**src/rtl/core/etv_pkg.sv**
```systemverilog
`default_nettype none
// ----------------------------------------------------------------------------
// Expression token validator package
// Transaction types, token classes, parser modes and verdict codes.
// ----------------------------------------------------------------------------
package etv_pkg;

  typedef enum logic [2:0] {
    KIND_NUMBER = 3'd0,
    KIND_SYMBOL = 3'd1,
    KIND_FUNC   = 3'd2,
    KIND_OPEN   = 3'd3,
    KIND_CLOSE  = 3'd4,
    KIND_OPER   = 3'd5,
    KIND_COMMA  = 3'd6
  } kind_e;

  typedef enum logic [2:0] {
    MODE_INIT   = 3'd0,
    MODE_NUMBER = 3'd1,
    MODE_SYMBOL = 3'd2,
    MODE_FUNC   = 3'd3,
    MODE_OPEN   = 3'd4,
    MODE_CLOSE  = 3'd5,
    MODE_OPER   = 3'd6,
    MODE_COMMA  = 3'd7
  } mode_e;

  typedef enum logic [3:0] {
    VERD_PENDING  = 4'd0,
    VERD_VALID    = 4'd1,
    VERD_UNEXP    = 4'd2,
    VERD_PAREN    = 4'd3,
    VERD_UNKFUNC  = 4'd4,
    VERD_COMMA    = 4'd5,
    VERD_TOO_MANY = 4'd6,
    VERD_TOO_FEW  = 4'd7,
    VERD_OVERFLOW = 4'd8,
    VERD_EMPTY    = 4'd9
  } verdict_e;

  localparam int unsigned OpenDepthW = 7;

  typedef struct packed {
    logic       func;
    logic [2:0] token_kind;
    logic       op_unary;
    logic       op_right_assoc;
    logic       op_postfix_power;
    logic       func_known;
    logic [3:0] func_arity;
  } etv_in_t;

  typedef struct packed {
    logic [3:0]            verdict;
    logic [OpenDepthW-1:0] open_depth;
  } etv_out_t;

endpackage
`default_nettype wire

```
**src/rtl/core/expression_token_validator_unit.sv**
```systemverilog
`default_nettype none
// ----------------------------------------------------------------------------
// Expression token validator unit
// Checks calculator expression syntax one classified token per transaction.
// ----------------------------------------------------------------------------
// Each input transaction carries either one classified token or an end
// marker. Every input transaction produces exactly one output transaction
// with the verdict so far and the number of unclosed parentheses.
// The first error found is held and reported until the end marker arrives.
// The end marker returns the final verdict and clears all parser state.
// Open function calls live in a call memory with a registered read port.
// The top entry of the next stack is read every cycle, one below the next
// stack count, and a write to that same address is forwarded into the read data.
// The result is registered, and a new transaction is accepted every cycle
// unless the output stalls; the forwarded top-of-stack read keeps that rate.
// The result sits in an output register. While it waits under a stall,
// no new input is taken; once it is taken, the next result loads at once.
// Reset empties the stack and returns the parser to its initial mode.
// ----------------------------------------------------------------------------
module expression_token_validator_unit
  import etv_pkg::*;
#(
  parameter int unsigned MAX_PAREN_DEPTH = 64,
  parameter int unsigned MAX_CALL_NEST   = 16,
  parameter int unsigned MAX_ARITY       = 8
) (
  input  wire logic    clk_i,
  input  wire logic    rst_ni,
  input  wire logic    in_valid_i,
  output logic         in_stall_o,
  input  wire etv_in_t in_data_i,
  output logic         out_valid_o,
  input  wire logic    out_stall_i,
  output etv_out_t     out_data_o
);

  localparam int unsigned PW = $clog2(MAX_PAREN_DEPTH + 1);
  localparam int unsigned CW = $clog2(MAX_CALL_NEST + 1);
  localparam int unsigned AW = (MAX_CALL_NEST > 1) ? $clog2(MAX_CALL_NEST) : 1;
  localparam int unsigned LW = $clog2(MAX_ARITY + 1);
  localparam int unsigned EW = PW + LW;

  mode_e    mode_q, mode_d;
  logic [PW-1:0] paren_q, paren_d;
  logic [CW-1:0] count_q, count_d;
  verdict_e error_q, error_d;
  logic     seen_q, seen_d;
  logic     prev_un_q, prev_un_d;
  logic     prev_ra_q, prev_ra_d;

  logic [EW-1:0] stack_mem [MAX_CALL_NEST];
  logic [EW-1:0] top_q;
  logic [PW-1:0] top_depth;
  logic [LW-1:0] top_left;
  logic          mem_we;
  logic [AW-1:0] mem_waddr;
  logic [AW-1:0] mem_raddr;
  logic [EW-1:0] mem_wdata;
  logic [LW-1:0] arity_sat;

  logic     fire;
  logic     out_valid_q;
  etv_out_t out_data_q;
  etv_out_t res_d;
  verdict_e final_verdict;

  assign fire       = in_valid_i && !in_stall_o;
  assign in_stall_o = out_valid_q && out_stall_i;
  assign top_depth  = top_q[EW-1:LW];
  assign top_left   = top_q[LW-1:0];
  assign arity_sat  = (32'(in_data_i.func_arity) > MAX_ARITY) ? LW'(MAX_ARITY)
                                                              : LW'(in_data_i.func_arity);
  assign mem_raddr  = AW'(count_d - 1'b1);

  always_comb begin
    mode_d    = mode_q;
    paren_d   = paren_q;
    count_d   = count_q;
    error_d   = error_q;
    seen_d    = seen_q;
    prev_un_d = prev_un_q;
    prev_ra_d = prev_ra_q;
    mem_we    = 1'b0;
    mem_waddr = AW'(count_q);
    mem_wdata = {paren_q, arity_sat};
    if (fire && in_data_i.func) begin
      mode_d    = MODE_INIT;
      paren_d   = '0;
      count_d   = '0;
      error_d   = VERD_PENDING;
      seen_d    = 1'b0;
      prev_un_d = 1'b0;
      prev_ra_d = 1'b0;
    end else if (fire && error_q == VERD_PENDING) begin
      seen_d    = 1'b1;
      prev_un_d = in_data_i.op_unary;
      prev_ra_d = in_data_i.op_right_assoc;
      error_d   = VERD_UNEXP;
      case (mode_q)
        MODE_INIT, MODE_OPER, MODE_OPEN, MODE_COMMA: begin
          if (in_data_i.token_kind == KIND_NUMBER) begin
            mode_d  = MODE_NUMBER;
            error_d = VERD_PENDING;
          end else if (in_data_i.token_kind == KIND_SYMBOL) begin
            mode_d  = MODE_SYMBOL;
            error_d = VERD_PENDING;
          end else if (in_data_i.token_kind == KIND_FUNC) begin
            mode_d = MODE_FUNC;
            if (!in_data_i.func_known) begin
              error_d = VERD_UNKFUNC;
            end else if (count_q == CW'(MAX_CALL_NEST)) begin
              error_d = VERD_OVERFLOW;
            end else begin
              error_d   = VERD_PENDING;
              mem_we    = 1'b1;
              mem_waddr = AW'(count_q);
              mem_wdata = {paren_q, arity_sat};
              count_d   = count_q + 1'b1;
            end
          end else if (in_data_i.token_kind == KIND_OPEN) begin
            mode_d = MODE_OPEN;
            if (paren_q == PW'(MAX_PAREN_DEPTH)) begin
              error_d = VERD_OVERFLOW;
            end else begin
              error_d = VERD_PENDING;
              paren_d = paren_q + 1'b1;
            end
          end else if (in_data_i.token_kind == KIND_OPER) begin
            if (mode_q == MODE_INIT && in_data_i.op_postfix_power) begin
              mode_d  = MODE_OPER;
              error_d = VERD_PENDING;
            end else if (mode_q == MODE_OPER && in_data_i.op_unary) begin
              error_d = VERD_PENDING;
            end else if (mode_q == MODE_OPEN && in_data_i.op_unary &&
                         in_data_i.op_right_assoc) begin
              mode_d  = MODE_OPER;
              error_d = VERD_PENDING;
            end
          end
        end
        MODE_NUMBER, MODE_SYMBOL, MODE_CLOSE: begin
          if (in_data_i.token_kind == KIND_OPER) begin
            mode_d  = MODE_OPER;
            error_d = VERD_PENDING;
          end else if (in_data_i.token_kind == KIND_COMMA) begin
            mode_d = MODE_COMMA;
            if (count_q == '0 || paren_q == '0 || top_depth != paren_q - 1'b1) begin
              error_d = VERD_COMMA;
            end else if (top_left <= LW'(1)) begin
              error_d = VERD_TOO_MANY;
            end else begin
              error_d   = VERD_PENDING;
              mem_we    = 1'b1;
              mem_waddr = AW'(count_q - 1'b1);
              mem_wdata = {top_depth, top_left - 1'b1};
            end
          end else if (in_data_i.token_kind == KIND_CLOSE) begin
            mode_d = MODE_CLOSE;
            if (paren_q == '0) begin
              error_d = VERD_PAREN;
            end else begin
              paren_d = paren_q - 1'b1;
              error_d = VERD_PENDING;
              if (count_q != '0 && top_depth == paren_q - 1'b1) begin
                if (top_left != LW'(1)) begin
                  error_d = VERD_TOO_FEW;
                end else begin
                  count_d = count_q - 1'b1;
                end
              end
            end
          end
        end
        MODE_FUNC: begin
          if (in_data_i.token_kind == KIND_OPEN) begin
            mode_d = MODE_OPEN;
            if (paren_q == PW'(MAX_PAREN_DEPTH)) begin
              error_d = VERD_OVERFLOW;
            end else begin
              error_d = VERD_PENDING;
              paren_d = paren_q + 1'b1;
            end
          end
        end
        default: begin
          error_d = VERD_UNEXP;
        end
      endcase
    end
  end

  always_comb begin
    if (error_q != VERD_PENDING) begin
      final_verdict = error_q;
    end else if (paren_q != '0) begin
      final_verdict = VERD_PAREN;
    end else if (!seen_q) begin
      final_verdict = VERD_EMPTY;
    end else if (mode_q == MODE_NUMBER || mode_q == MODE_SYMBOL || mode_q == MODE_CLOSE) begin
      final_verdict = VERD_VALID;
    end else if (mode_q == MODE_OPER && prev_un_q && !prev_ra_q) begin
      final_verdict = VERD_VALID;
    end else begin
      final_verdict = VERD_UNEXP;
    end
    if (in_data_i.func) begin
      res_d.verdict    = final_verdict;
      res_d.open_depth = '0;
    end else begin
      res_d.verdict    = error_d;
      res_d.open_depth = OpenDepthW'(paren_d);
    end
  end

  always_ff @(posedge clk_i or negedge rst_ni) begin
    if (!rst_ni) begin
      mode_q      <= MODE_INIT;
      paren_q     <= '0;
      count_q     <= '0;
      error_q     <= VERD_PENDING;
      seen_q      <= 1'b0;
      prev_un_q   <= 1'b0;
      prev_ra_q   <= 1'b0;
      out_valid_q <= 1'b0;
    end else begin
      mode_q    <= mode_d;
      paren_q   <= paren_d;
      count_q   <= count_d;
      error_q   <= error_d;
      seen_q    <= seen_d;
      prev_un_q <= prev_un_d;
      prev_ra_q <= prev_ra_d;
      if (fire) begin
        out_valid_q <= 1'b1;
      end else if (!out_stall_i) begin
        out_valid_q <= 1'b0;
      end
    end
  end

  always_ff @(posedge clk_i) begin
    if (fire) begin
      out_data_q <= res_d;
    end
  end

  always_ff @(posedge clk_i) begin
    if (mem_we) begin
      stack_mem[mem_waddr] <= mem_wdata;
    end
    if (mem_we && mem_waddr == mem_raddr) begin
      top_q <= mem_wdata;
    end else begin
      top_q <= stack_mem[mem_raddr];
    end
  end

  assign out_valid_o = out_valid_q;
  assign out_data_o  = out_data_q;

endmodule
`default_nettype wire

```
**config.mk**
```make
export PLATFORM = sky130hd
export DESIGN_NAME = expression_token_validator_unit
export DESIGN_NICKNAME = d
export VERILOG_FILES = /design/src/rtl/core/etv_pkg.sv /design/src/rtl/core/expression_token_validator_unit.sv
export SDC_FILE = /design/constraint.sdc
export NUM_CORES = 1
export LEC_CHECK = 0
export BUFFER_PORTS_ARGS = -buffer_cell sky130_fd_sc_hd__buf_2
export CAP_MARGIN = 20
export CORE_MARGIN = 4
export CORE_UTILIZATION = 60
export CTS_CLUSTER_SIZE = 8
export DETAILED_ROUTE_END_ITERATION = 10
export PLACE_DENSITY = 0.8
export SYNTH_ARGS = -nofsm -noshare
export SYNTH_HDL_FRONTEND = slang
export SYNTH_SLANG_ARGS = --single-unit
export TNS_END_PERCENT = 20
```
**constraint.sdc**
```tcl
create_clock -name clk_i -period 7.65 [get_ports clk_i]
set_input_delay 1.53 -clock clk_i [delete_from_list [all_inputs] [get_ports clk_i]]
set_output_delay 1.53 -clock clk_i [all_outputs]
set_load 0.03 [all_outputs]
```
# Word-level counts from Yosys, hierarchy flattened
# Memories as Yosys holds them, arrays and structs flattened. A register that Yosys moved wholly into a read port is not among the register bits.
# Cells that the tools add are included.
word_totals:
  regBits: 34
  mem_bits_rw: 176
  in_bits: 16
  out_inout_bits: 13
  wordCells: 179
  memories: 1
classes:
  addsub: 6
  order_cmp: 2
  n_eq_ne: 24
  n_mux: 107
  n_reduce_logical: 29
mem_list:
  columns: ["name", "words", "width", "read_ports", "rd_clocked_by_memory_dff", "write_ports", "line", "source"]
  rows:
  - ["stack_mem", 16, 11, 1, 1, 1, "expression_token_validator_unit.sv:51", "logic [EW-1:0] stack_mem [MAX_CALL_NEST];"]
ops:
  columns: ["cell", "count"]
  rows:
  - ["4-bit two-way mux", 23]
  - ["11-bit two-way mux", 8]
  - ["7-bit two-way mux", 11]
  - ["5-bit two-way mux", 13]
  - ["3-bit two-way mux", 20]
  - ["3-bit == test, second input constant", 7]
  - ["1-bit two-way mux", 21]
  - ["7-bit one-hot mux with 3 select lines", 1]
  - ["8-bit inequality test, second input constant", 2]
  - ["3-bit by 2-bit == test with 1-bit output, second input constant", 4]
  - ["2-bit two-way mux", 6]
  - ["4-bit one-hot mux with 3 select lines", 1]
  - ["1-bit logical AND", 11]
  - ["5-bit one-hot mux with 2 select lines", 1]
  - ["3-bit one-hot mux with 3 select lines", 1]
  - ["4-bit by 1-bit subtractor with 4-bit output, second input constant", 2]
  - ["7-bit by 1-bit adder with 7-bit output, second input constant", 1]
  - ["7-bit == test", 1]
  - ["7-bit == test, second input constant", 1]
  - ["7-bit zero test", 1]
  - ["7-bit inequality test", 1]
  - ["7-bit inequality test, second input constant", 1]
  - ["7-bit nonzero test", 1]
  - ["7-bit by 1-bit subtractor with 7-bit output, second input constant", 1]
  - ["22 further kinds", 28]

# Depth between registers and ports, before layout
# Gate-level depths: netlist of the first run.
depth:
  ltp_word: 15
  mapped_depth: 17
  ltp_nobuf: 12

# Least setup slack after synthesis of the first run
# Ideal clock, no wire load.
synth_timing:
  kind: "register -> register"
  start: "register (tool-made name)"
  end: "memory stack_mem[0][10] in the netlist's numbering (data pin)"
  setup_ns: 0.330
  t_arrival_ns: 3.895
  required_time_ns: 7.320
  path_slack_ns: 3.424
  path_stages_with_launch: 16
  n_path_buf: 6
  period_less_slack_ns: 4.226
  cell_sequence: "dfxtp_1 > buf_4 > buf_6 > buf_6 > clkbuf_1 > mux4_2 > mux4_2 > ha_1 > nor2_1 > o311ai_1 > nor3b_1 > and3_1 > buf_4 > nand2_2 > buf_2 > o21ai_0"
synth_lines:
  columns: ["item", "line"]
  rows:
  - ["end: declaration", "expression_token_validator_unit.sv:51"]

==> impl_metrics.toml, run 1 <==
[clock_tree]
clk_latency_ns = 0.56
tritoncts = "yes"
cts_root_buf = "clkbuf_16"
cts.clk_slew.worst_paths_ns = 0.05
htree_levels = 1
postCtsSetupBuffers = 0
hold_buffers = 0
clk_path_buf_depth = 3
cts_resized = 0
clock_sinks = 214
cts_buffers = 30

[final_layout]
layout-drive-gt1-share_pct = 18.6
fillers = 1027
num_antenna_cells = 0
fin_util_pct = 69.9
multi_input_area_sq_um = 3390
ff_latch_area_sq_um = 6270
syn2layout_area_growth_pct = 12.8
fin_area_sq_um = 11200
instances_no_fill = 990
nets = 773

[global_route]
grt_usage_pct = 29.4
grt_pass1_vias = 6764
grt_pass1_wl_um = 40800
antenna_found_initial = 0
overflow = 0
grt_max_degree = 34

[routing]
vias = 6810
wl_per_cell_um = 27.2
drc = 0
viasPerCell = 6.88
final_antenna_net_count = 0
drtIter0Drc = 1026
first_pass_iters = 8
wl_um = 26900

[placed_design]
dp_hpwl_um = 16900
place_ws_ns = 2.31
port_buffers = 28
placed_cell_area_sq_um = 10300
gp_congestion = 0.901
dp_cells = 925

[sta]
slew_headroom_pct = 22.1
clock_skew_ns = 0.0324
setup-violations-final = 0
hold_violations = 0
tightest_slew_ns = 1.16
drv_slew = 0
fmax_mhz = 188
grt_setup_unrepaired = "false"
fin_ws_ns = 2.32
period_share_pct = 69.7
final.setup.tns_ns = 0
whs_ns = 0.529
fin_crit_ns = 5.33

[yosys]
synth-edff-count = 187
syn_avg_cell_area_sq_um = 14.1
ys_seq_area_share_pct = 63.0
syn_inst = 706
syn-num-nets = 729
synthDistinctLibCells = 67
ys.flop_type = "edfxtp_1"
syn_area_sq_um = 9960
ys_warn_count = 0
synthArstFlopShare_pct = 10.7
ys_seq_elements = 214

[setup_path]
critical_path.cell_chain = "buf_4 -> mux4_2 -> mux4_2 -> ha_1 -> nor2_1 -> o311ai_1 -> nor3b_1 -> and3_1 -> o21a_1 -> o21ai_1 -> nor2_1"
critPathSlowestCell = "dfxtp_2"
cp.required_ns = 7.81
cp.arrival_ns = 5.48
cpPeakStageDelay_ns = 0.84
critPathLaunchType = "flop"
path_class = "flop to flop"
cp_top_family = "simple AND/OR/NAND/NOR gates"
critPathBufInv = 1
rrSetupSlack_ns = 2.32
crit_fanout = 26
crit_path_end_kind = "flop"

[floorplan]
start_util_pct = 62.0
io_pins = 29
dieArea_sq_um = 18700
core-area_sq_um = 16100
die_x_um = 137
die_y_um = 137
rows = 46

[hold_path]
hold_class = "flop to flop"

[power]
p_total_mw = 4.22
leakagePower_nw = 3.97
powerDensity_nw_per_um2 = 376
ir_worst_vdd_mv = 0.224

[run]
cap_viol_max_count = 0

[run_status]
status = "finished clean"
==> per-layer routing <==
metal / track usage [%] / wire [um] / up-vias
li1: - / - / 2847
met3: 6.32 / 2910 / 115
met1: 38.8 / 9440 / 3321
met4: 12.7 / 1420 / 0
met5: 0 / 0 / -
met2: 47.7 / 13200 / 527
==> cell usage after synthesis (3+ instances only) <==
master	n	area share, %
clkbuf_1	21	0.79
ha_1	7	0.88
nand4_1	8	0.50
and2_1	8	0.50
nand2b_1	6	0.38
dfxtp_1	4	0.80
a22o_1	8	0.70
mux2_2	4	0.45
a21oi_1	34	1.7
buf_2	8	0.40
o31ai_1	5	0.38
buf_6	5	0.57
edfxtp_1	187	56
mux2i_1	16	1.6
dfrtp_1	23	5.8
o21ai_1	6	0.30
a22oi_1	3	0.23
nor3b_1	3	0.23
xnor2_1	13	1.1
nor4_1	12	0.75
nand2_1	49	1.8
a31oi_1	8	0.50
and3_1	11	0.69
nor3_1	13	0.65
a21o_1	3	0.23
buf_4	5	0.38
or3_1	6	0.38
mux4_2	39	8.8
inv_1	15	0.57
mux4_1	3	0.79
nand3b_1	3	0.23
a211oi_1	7	0.53
nand3_1	18	0.90
nor2_1	54	2.0
nor2b_1	12	0.75
o211ai_1	4	0.30
xor2_1	8	0.70
o21ai_0	28	1.4
==> power by group <==
part | switching [mW] | internal (mW)
sequential | 0.165 | 1.39
clock | 0.491 | 0.735
combinational | 0.885 | 0.554
total | 1.54 | 2.68
==> flip-flops by register name (all words and copies together) (netlist names), named ones only <==
register,flops
out_valid_o,1
prev_un_q,1
mode_q,3
paren_q,7
prev_ra_q,1
stack_mem,176
out_data_o,11
count_q,5
error_q,4
seen_q,1
==> cell families after synthesis <==
group           count (synthesis)  share of synthesized area (%)
buf+inv                        57                           2.98
compound gates                133                           9.00
fa+ha+maj                       7                          0.880
mux                            62                           11.7
xor+xnor                       21                           1.85
flops                         214                           63.0
simple gates                  212                           10.6
==> path summary, 6_finish.rpt <==
| check | start | end | cells past startpoint |
|---|---|---|---|
| worst min-delay path | prev_un_q | prev_un_q | 2 |
| worst max register to register | flop | stack_mem[8][4] | 11 |
| max in group asynchronous | rst_ni | paren_q[6] | 1 |
| min in group asynchronous | rst_ni | count_q[2] | 1 |
| worst min register to register | prev_un_q | prev_un_q | 2 |
| worst max-delay path | flop | stack_mem[8][4] | 11 |
==> cell type report <==
class	instances	area share (%)
multi-input combinational	435	30.2
clock buffer	54	7.49
clock inverter	2	0.301
timing repair buffer	52	3.15
inverter	17	0.568
tap	216	2.41
sequential	214	55.9
==> tightest hold or removal path: stages (launching register included) <==
cell     delay [ns]
dfrtp_1        0.37
nand2_1        0.06
a21oi_1        0.06
==> placed cells by master, fill, tap and decap left out, types with 5 or more instances in the layout <==
cell type  synthesis  routed
a22o_1             8       8
nor3_1            13      13
buf_6              5       9
o31ai_1            5       5
mux2i_1           16      16
nand4_1            8       8
nand2_1           49      49
nand3_1           18      18
buf_4              5      15
nor4_1            12      12
dfrtp_1           23      23
or3_1              6       6
inv_1             15      15
edfxtp_1         187     187
and2_1             8       8
o21ai_1            6      10
xor2_1             8       8
o21ai_0           28      23
xnor2_1           13      13
mux4_2            39      39
a31oi_1            8       8
a21oi_1           34      34
clkbuf_16          0      30
a211oi_1           7       7
nor2_1            54      54
ha_1               7       7
clkbuf_1          21      24
buf_2              8      28
and3_1            11      11
nor2b_1           12      12
nand2b_1           6       6
(Power assumes the default switching activity.)
==> inputs of run 2 (changes only) <==
--- a/config.mk
+++ b/config.mk
@@ -5,13 +5,14 @@
 export SDC_FILE = /design/constraint.sdc
 export NUM_CORES = 1
 export LEC_CHECK = 0
+export ABC_AREA = 1
 export BUFFER_PORTS_ARGS = -buffer_cell sky130_fd_sc_hd__buf_2
 export CAP_MARGIN = 20
 export CORE_MARGIN = 4
-export CORE_UTILIZATION = 60
+export CORE_UTILIZATION = 56
 export CTS_CLUSTER_SIZE = 8
 export DETAILED_ROUTE_END_ITERATION = 10
-export PLACE_DENSITY = 0.8
+export PLACE_DENSITY = 0.79
 export SYNTH_ARGS = -nofsm -noshare
 export SYNTH_HDL_FRONTEND = slang
 export SYNTH_SLANG_ARGS = --single-unit
==> constraint.sdc (replaced) <==
create_clock -name clk_i -period 4.8 [get_ports clk_i]
set_input_delay 0.96 -clock clk_i [delete_from_list [all_inputs] [get_ports clk_i]]
set_output_delay 0.96 -clock clk_i [all_outputs]
set_load 0.03 [all_outputs]
==> impl_metrics.toml, run 2 <==
[yosys]
ys_seq_elements = 214
synth_most_common_cell = "nand2_1"
ys.flop_type = "edfxtp_1"
synth.area.top_cells = "edfxtp_1 54%, nand2_1 10%, nand3_1 6.5%, dfrtp_1 5.5%, inv_1 4.2%"
synth-edff-count = 187
synthArstFlopShare_pct = 10.7
yosysTopAreaCell = "edfxtp_1"
ys_seq_area_share_pct = 60.5
synth_top_area_share_pct = 54.1
syn_area_sq_um = 10400
syn_avg_cell_area_sq_um = 9.39
ys_warn_count = 0
syn_inst = 1105
synthDistinctLibCells = 40
syn-num-nets = 1128
synth_common_cells = "281 x nand2_1, 187 x edfxtp_1, 134 x nand3_1, 116 x inv_1, 100 x nor2_1"

[hold_path]
hold_class = "input pin to asynchronous set/reset pin"

[clock_tree]
htree_levels = 1
clk_latency_ns = 0.56
tritoncts = "yes"
cts_root_buf = "clkbuf_16"
cts.clk_slew.worst_paths_ns = 0.05
cts_buffers = 30
cts_resized = 0
hold_buffers = 0
clock_sinks = 214
postCtsSetupBuffers = 0
clk_path_buf_depth = 3

[sta]
drv_slew = 0
grt_setup_unrepaired = "false"
slew_headroom_pct = 37.2
fmax_mhz = 228
fin_crit_ns = 4.39
clock_skew_ns = 0.0371
final.setup.tns_ns = 0
period_share_pct = 91.4
tightest_slew_ns = 0.933
hold_violations = 0
setup-violations-final = 0

[floorplan]
die_x_um = 144
die_y_um = 144
core-area_sq_um = 18100
dieArea_sq_um = 20800
start_util_pct = 57.4
rows = 49
io_pins = 29

[setup_path]
cp_top_family = "simple AND/OR/NAND/NOR gates"
critPathSlowestCell = "inv_4"
cpPeakStageDelay_ns = 0.66
cp.required_ns = 5.04
crit_fanout = 86
crit_path_end_kind = "flop"
critPathLaunchType = "flop"
critPathBufInv = 4
worst_path_most_repeated_cell = "nand2_1"
cp.arrival_ns = 4.63
path_class = "flop to flop"
critical_path.cell_chain = "inv_4 -> o21ai_0 -> o221ai_1 -> nand3_1 -> nand2_1 -> inv_1 -> ha_1 -> o21ai_1 -> inv_1 -> nor2_1 -> nand3_2 -> nand2_1 -> nand2_1 -> nor2_2 -> nand2_1 -> nor2_1 -> buf_4"

[final_layout]
layout-drive-gt1-share_pct = 10.8
layout_commonest_cell = "nand2_1"
syn2layout_area_growth_pct = 13.6
ff_latch_area_sq_um = 6270
multi_input_area_sq_um = 3390
largest_reg_flops = 176
fillers = 1346
num_antenna_cells = 0
nets = 1188
mostFrequentLayoutCells = "281 x nand2_1, 187 x edfxtp_1, 134 x nand3_1"
top_register = "stack_mem"

[power]
ir_worst_vdd_mv = 0.398
p_total_mw = 7.65
leakagePower_nw = 4.88
powerDensity_nw_per_um2 = 649

[routing]
drtIter0Drc = 1122
first_pass_iters = 6
vias = 8329
final_antenna_net_count = 0
wl_um = 26100
drc = 0
viasPerCell = 5.87
wl_per_cell_um = 18.4

[global_route]
grt_pass1_wl_um = 41100
grt_pass1_vias = 7700
antenna_found_initial = 0
grt_usage_pct = 25.3
grt_max_degree = 87
overflow = 0

[placed_design]
gp_congestion = 0.997
port_buffers = 28
dp_hpwl_um = 17500

[run]
cap_viol_max_count = 0

[run_status]
status = "finished clean"
## run 2: changes by cell type in the layout (fill, tap and decap cells not counted), sizes merged, moves of 12 or more
cell,before,now
nand2,51,287
nor2b,12,0
nor2,54,106
o21ai,34,76
mux2i,16,0
buf,52,73
nand3,19,135
mux4,42,0
inv,16,122
## run 2: cell type report
class | instances | share of cell area (%)
clock inverter | 1 | 0.255
inverter | 125 | 4.00
clock buffer | 55 | 7.25
timing repair buffer | 73 | 4.06
sequential | 214 | 53.2
tap | 229 | 2.43
multi-input combinational | 721 | 28.8
## run 2: final timing paths
check / depth (start not counted) / slack [ns] / end / from
max in group asynchronous: 1 / 4.03 / count_q[0] / rst_ni
hold / removal: 1 / 0.41 / out_valid_o / rst_ni
min in group clk_i: 2 / 0.50 / prev_ra_q / prev_ra_q
setup reg to reg: 17 / 0.41 / stack_mem[10][5] / flop
hold reg to reg: 2 / 0.50 / prev_ra_q / prev_ra_q
setup / recovery: 17 / 0.41 / stack_mem[10][5] / flop
## run 2: worst register-to-register path: cells and delay by family (launching register included)
family	cells	cell delay, ns
AO/OA/AOI/OAI	3	0.73
AND/OR/NAND/NOR	9	1.60
adder cells (fa/ha/maj)	1	0.21
buffers and inverters	4	1.11
flip-flops	1	0.43
## run 2: per-layer routing
layer / vias to the layer above / GRT usage, % / share of wire, %
li1: 3868 / - / -
met1: 3930 / 36.4 / 40
met2: 478 / 38.8 / 46
met3: 53 / 5.22 / 11
met4: 0 / 8.57 / 2.3
met5: - / 0 / 0
## run 2: metrics by stage
step	hold WS, ns	cell area, sq um	util (%)	std cells	setup WS (ns)
3_3_place_gp	0.470	10900	60.3	1362	0.771
4_1_cts	0.418	11800	65.2	1418	0.496
6_report	0.407	11800	65.2	1418	0.412
3_5_place_dp	0.491	10900	60.3	1362	0.603
5_1_grt	0.439	11800	65.2	1418	0.110
2_1_floorplan	0.454	10400	-	1105	0.748
## run 2: power by group
part           internal [mW]  switching [mW]  leakage [nW]
registers               2.29           0.148          2.06
logic                  0.947            2.33          2.41
clock network           1.19           0.752         0.417
## run 2: cells by family after synthesis
| logic type | synth area share [%] |
|---|---|
| XOR/XNOR | 1.10 |
| flip-flops | 60.5 |
| AND/OR/NAND/NOR | 23.1 |
| AO/OA/AOI/OAI | 7.70 |
| adder cells (fa/ha/maj) | 0.844 |
| buffers and inverters | 6.84 |
